===== src/hbc_pkg.sv =====
package hbc_pkg;

    // Field widths fixed by the interface
    localparam int BLK_W  = 32;
    localparam int DEV_W  = 8;
    localparam int CNT_W  = 8;
    localparam int TICK_W = 32;

    // Block-number remainder: bits folded per step and number of steps
    localparam int MOD_BITS  = 8;
    localparam int MOD_STEPS = BLK_W / MOD_BITS;

    // Commands
    localparam logic CMD_ACQUIRE = 1'b0;
    localparam logic CMD_RELEASE = 1'b1;

    // Result status codes
    localparam logic [2:0] ST_HIT       = 3'd0;
    localparam logic [2:0] ST_MISS      = 3'd1;
    localparam logic [2:0] ST_FULL      = 3'd2;
    localparam logic [2:0] ST_RELEASED  = 3'd3;
    localparam logic [2:0] ST_UNDERFLOW = 3'd4;

    localparam logic [CNT_W-1:0] CNT_MAX = '1;

    typedef struct packed {
        logic              command;
        logic [DEV_W-1:0]  device_id;
        logic [BLK_W-1:0]  block_number;
        logic [2:0]        release_way;
        logic [TICK_W-1:0] now_tick;
    } req_t;

    typedef struct packed {
        logic [2:0]       status;
        logic [4:0]       set_index;
        logic [2:0]       way_index;
        logic [CNT_W-1:0] ref_count;
    } rsp_t;

    // One way of a set row
    typedef struct packed {
        logic [DEV_W-1:0]  dev;
        logic [BLK_W-1:0]  blk;
        logic [CNT_W-1:0]  cnt;
        logic [TICK_W-1:0] rel_time;
    } way_entry_t;

    // Controller to datapath
    typedef struct packed {
        logic load_req;
        logic mod_step;
        logic mem_read;
        logic look;
        logic scan_step;
        logic commit;
    } dp_cmd_t;

    // Datapath to controller
    typedef struct packed {
        logic is_release;
        logic hit;
        logic scan_last;
        logic out_free;
    } dp_stat_t;

endpackage


===== src/hbc_ctrl.sv =====
module hbc_ctrl (
    input  logic              clk,
    input  logic              rst_n,
    input  logic              req_valid,
    output logic              req_stall,
    input  hbc_pkg::dp_stat_t stat,
    output hbc_pkg::dp_cmd_t  cmd
);
    import hbc_pkg::*;

    localparam int MOD_CNT_W = (MOD_STEPS > 1) ? $clog2(MOD_STEPS) : 1;

    localparam logic [2:0] S_IDLE = 3'd0;
    localparam logic [2:0] S_MOD  = 3'd1;
    localparam logic [2:0] S_READ = 3'd2;
    localparam logic [2:0] S_LOOK = 3'd3;
    localparam logic [2:0] S_SCAN = 3'd4;
    localparam logic [2:0] S_FIN  = 3'd5;

    logic [2:0]           state_reg, state_next;
    logic [MOD_CNT_W-1:0] step_reg, step_next;

    // Take a request only between items
    assign req_stall = (state_reg != S_IDLE);

    // Sequence one item through remainder, row read, lookup, victim scan, commit
    always_comb
    begin
        state_next = state_reg;
        step_next  = step_reg;
        cmd        = '0;
        case (state_reg)
            S_IDLE:
            begin
                if (req_valid)
                begin
                    cmd.load_req = 1'b1;
                    step_next    = '0;
                    state_next   = S_MOD;
                end
            end
            S_MOD:
            begin
                cmd.mod_step = 1'b1;
                step_next    = step_reg + 1'b1;
                if (step_reg == MOD_CNT_W'(MOD_STEPS - 1))
                begin
                    state_next = S_READ;
                end
            end
            S_READ:
            begin
                cmd.mem_read = 1'b1;
                state_next   = S_LOOK;
            end
            S_LOOK:
            begin
                cmd.look = 1'b1;
                if (stat.is_release || stat.hit)
                begin
                    state_next = S_FIN;
                end
                else
                begin
                    state_next = S_SCAN;
                end
            end
            S_SCAN:
            begin
                cmd.scan_step = 1'b1;
                if (stat.scan_last)
                begin
                    state_next = S_FIN;
                end
            end
            S_FIN:
            begin
                // Hold until the result register can take the beat
                if (stat.out_free)
                begin
                    cmd.commit = 1'b1;
                    state_next = S_IDLE;
                end
            end
            default:
            begin
                state_next = S_IDLE;
            end
        endcase
    end

    always_ff @(posedge clk or negedge rst_n)
    begin
        if (!rst_n)
        begin
            state_reg <= S_IDLE;
            step_reg  <= '0;
        end
        else
        begin
            state_reg <= state_next;
            step_reg  <= step_next;
        end
    end

endmodule


===== config.mk =====
export PLATFORM = sky130hd
export DESIGN_NAME = hbc_ctrl
export DESIGN_NICKNAME = d
export VERILOG_FILES = /design/src/hbc_pkg.sv /design/src/hbc_ctrl.sv
export SDC_FILE = /design/constraint.sdc
export NUM_CORES = 1
export LEC_CHECK = 0
export BUFFER_PORTS_ARGS = -buffer_cell sky130_fd_sc_hd__buf_2
export CAP_MARGIN = 5
export CORE_AREA = 5 5 42 44
export DETAILED_ROUTE_END_ITERATION = 16
export DIE_AREA = 0 0 47 49
export PLACE_DENSITY = 0.63
export SLEW_MARGIN = 20
export SYNTH_ARGS = -nofsm -noshare
export SYNTH_HDL_FRONTEND = slang
export SYNTH_SLANG_ARGS = --single-unit

===== constraint.sdc =====
create_clock -name clk -period 1.14 [get_ports clk]
set_input_delay 0.228 -clock clk [delete_from_list [all_inputs] [get_ports clk]]
set_output_delay 0.228 -clock clk [all_outputs]
set_load 0.05 [all_outputs]

Word-level counts from Yosys, hierarchy flattened
Cells that the tools add are included.
- register bits after elaboration: 5
- output and inout bits: 7
- word-level logic and storage cells: 35
- reduce and logical (&&, ||, !) cells: 6
- mux-type cells: 16
- add/subtract/negate cells: 1
- equal/unequal tests: 10
- operators with widths (kind ; count):
    3-bit case mux with 6 select lines ; 1
    3-bit two-way mux ; 4
    1-bit two-way mux ; 9
    2-bit inequality test, second input constant ; 4
    3-bit by 2-bit equality test with 1-bit output, second input constant ; 2
    3-bit equality test, second input constant ; 2
    2-bit case mux with 2 select lines ; 1
    4-bit AND reduction ; 1
    3-bit by 1-bit equality test with 1-bit output, second input constant ; 1
    3-bit zero test ; 1
    3-bit nonzero test ; 1
    2-bit by 1-bit adder with 2-bit output, second input constant ; 1
    2-bit equality test, second input constant ; 1
    2-bit two-way mux ; 1
    2-bit AND reduction ; 1
    2-bit nonzero test ; 1
    1-bit logical OR ; 1

Logic depth before layout (Yosys ltp)
- depth after elaboration: 3
- gate-level depth with buffers: 4
- depth with buffers taken out: 4

Least setup slack after synthesis
Ideal clock, no wire load.
- path type: reg2out
- from: register state_reg[2]
- to: output cmd[3] in the netlist's numbering
- stages on the path, launching flop included: 3
- arrival: 1.692 ns
- path buffers: 1
- slack: -0.780 ns
- path through: dfrtp_1 buf_6 nor3b_1
- RTL lines (what ; RTL line ; source):
    start, declared ; hbc_ctrl.sv:20 ; logic [2:0] state_reg, state_next;
    start signal, assigned ; hbc_ctrl.sv:101 ; state_reg <= state_next;
    end, declared ; hbc_ctrl.sv:7 ; output hbc_pkg::dp_cmd_t cmd

==> results.json <==
{
  "clk_pin_slew_ns": 0.05,
  "yosys.area_share.xor_xnor_pct": 0,
  "edff_count_synth": 0,
  "hold_viol": 0,
  "cts_sinks": 5,
  "grt_setup_unrepaired": "true",
  "timing.final.max_slew_violations": 0,
  "mappedNetlistArea_sq_um": 372,
  "mappedNetlistNets": 45,
  "final_area_sq_um": 676,
  "initial_antenna_violation_count": 0,
  "weighted_congestion_at_the_end_of_routability_driven_global_placement": 0.727,
  "grt_pass1_vias": 367,
  "ys.flop_type": "dfrtp_1",
  "row_count": 14,
  "cts_inserted_buffers": 3,
  "final_core_utilization_pct": 48.2,
  "drt_wl_total_microns": 1060,
  "synth_area_per_cell_sq_um": 10.0,
  "cp-start-kind": "register",
  "clkLatencyLatePin_ns": 0.24,
  "tightest_slew_ns": 0.284,
  "vias_per_cell": 4.56,
  "design.die.area_sq_um": 2300,
  "via_count": 360,
  "grt.total_usage_pct": 9.79,
  "synth.mux.area_fraction_pct": 8.75,
  "ir_drop_uv": 1760,
  "period_share_pct": 131,
  "first_pass_grt_wire_length_microns": 1640,
  "final_setup_margin_ns": -0.353,
  "critical_path_required_ns": 0.91,
  "largest_register_ff_count": 3,
  "violations": "setup timing",
  "cts.root.buffer_cell": "clkbuf_4",
  "timing.critical_path.slowest_stage_cell": "or3_4",
  "layout-drive-gt1-share_pct": 69.8,
  "drt_first_pass_iters": 2,
  "share_of_the_yosys_chip_area_belonging_to_registers_pct": 33.7,
  "crit_chain": "or3_4 -> nor2_4 -> buf_6",
  "postSynth.asyncResetShare_pct": 100,
  "critical_path.max_fanout": 2,
  "start_util_pct": 26.5,
  "antenna_violation_net_count_after_detailed_routing": 0,
  "ys_ff_latch": 5,
  "min_period_ns": 1.49,
  "post-dp-hpwl_microns": 663,
  "design.portCount": 14,
  "core_region_area_sq_um": 1400,
  "cts.path.max_buffers": 2,
  "buffer_ports.inserted": 13,
  "cp-end-kind": "primary output",
  "setup.worst_path.class": "register to primary output",
  "placedInstanceArea_sq_um": 531,
  "cap_violations": 0,
  "min-delay-path-class": "input port to async pin",
  "finalNonFillerCells": 79,
  "synth_compound_gate_area_share_pct": 14.8,
  "detailedRoute.firstIterationViolations": 5,
  "run_status": "complete, but fails checks",
  "critPathTopFamily": "simple AND/OR/NAND/NOR gates",
  "power_leakage_nw": 0.297,
  "grt_overflow_total": 0,
  "largest_family_of_logic_cells_by_synthesized_area": "simple AND/OR/NAND/NOR gates",
  "fmax_mhz": 670,
  "die_width_microns": 47,
  "placed_cells": 73,
  "syn_inst": 37,
  "drc_errors_left": 0,
  "grt_start_max_net_pins": 10,
  "setup_viol": 11,
  "finalPower_mw": 2.10,
  "synthesis.yosys.warnings": 0,
  "design.final.nets": 72,
  "yosys.cell_types.count": 20,
  "die_y_microns": 49,
  "layout-area-overhead-vs-synth_pct": 81.8,
  "insertedDiodeCount": 0,
  "synthSimpleGateAreaFrac_pct": 29.3,
  "slew_headroom_pct": 81.1,
  "critical_path.max_stage_delay_ns": 0.40,
  "critical_path.n_buffers_inverters": 1,
  "clock_tree_from_tritoncts": "yes",
  "avgRoutedWirePerCell_microns": 13.5,
  "post_synth_fa_ha_maj_area_fraction_pct": 3.37,
  "htree_levels": 1,
  "powerDensity_nw_per_um2": 3110,
  "critical_path_arrival_ns": 1.27,
  "clock_skew_ns": 0.00368
}
==> layout by cell type (no fill, tap or decap) <==
cell type       n
buf_2           7
clkbuf_1        1
buf_8           3
mux2i_1         1
dfrtp_1         5
nor3_2          1
nand2_1         4
nor2_4          5
nor2b_2         1
nand2_4         1
nand2b_4        2
dlygate4sd3_1   1
mux2_2          2
inv_1           1
or3_4           1
clkbuf_4        3
o31ai_4         1
o21ai_1         1
nor3b_4         1
a2111oi_4       1
buf_6           4
nor2_1          3
o22ai_2         1
ha_1            1
buf_4          10
a22o_1          1
==> worst register-to-register path, stage by stage, from the launching register on <==
cell and delay (ns):
dfrtp_1 0.38, buf_4 0.20, nand2b_4 0.10, nor2_4 0.04, buf_4 0.13, mux2_2 0.25
==> metrics by stage <==
| stage | setup TNS, ns | hold WS, ns | setup slack [ns] |
|---|---|---|---|
| floorplan | -1.01 | -0.0676 | -0.355 |
| global placement | -0.851 | 0.0439 | -0.181 |
| detailed placement | -0.948 | 0.0478 | -0.196 |
| CTS | -2.13 | 0.328 | -0.361 |
| global route | -2.70 | 0.354 | -0.406 |
| finish | -2.22 | 0.321 | -0.353 |
==> Yosys cell counts, types with 2 or more instances <==
library cell  instances  area share, %
buf_6                 3            9.1
dfrtp_1               5             34
mux2_2                2            6.1
nand2_1               5            5.1
nor2_1                6            6.1
nor2_2                2            3.4
==> path summary, 6_finish.rpt <==
path                         startpoint      endpoint  slack [ns]  cells past startpoint
setup / recovery           state_reg[0]        cmd[5]       -0.35                      3
hold / removal                    rst_n   step_reg[0]        0.32                      2
setup reg to reg           state_reg[0]   step_reg[0]       -0.06                      5
hold reg to reg             step_reg[1]   step_reg[1]        0.51                      1
max in group asynchronous         rst_n  state_reg[1]        0.68                      2
min in group clk                stat[1]  state_reg[0]        0.34                      3
==> repair_timing <==
item	in CTS	in global routing
setup endpoints to repair	9	10
gates cloned	0	0
buffers inserted	1	1
hold buffers	1	0
pin swaps	3	1
endpoints found under the hold margin	5	0
gates resized for setup	19	7
==> logic make-up after synthesis <==
family,after synthesis
and+or+nand+nor,19
AOI/OAI and AO/OA,5
buffers and inverters,4
adders and majority gates,1
DFF,5
muxes,3
==> power by group <==
part | switching (mW) | internal (mW) | leakage, nW
registers | 0.0528 | 0.262 | 0.0615
clock network | 0.0804 | 0.133 | 0.0150
logic | 0.847 | 0.724 | 0.221
==> layout make-up <==
type	count	area, sq um
Fill cell	136	726
Multi-Input combinational cell	28	290
Timing Repair Buffer	25	210
Sequential cell	5	125
Clock buffer	4	26.3
Tap cell	16	20.0
Inverter	1	3.75
==> metal layers <==
| metal | global-route usage, % | up-vias | wire length [microns] |
|---|---|---|---|
| li1 | - | 175 | - |
| met1 | 11.5 | 178 | 389 |
| met2 | 16.3 | 7 | 630 |
| met3 | 4.43 | 0 | 43 |
| met4 | 1.38 | 0 | 0 |
| met5 | 0 | - | 0 |
Power figures use the tool's default switching activity.
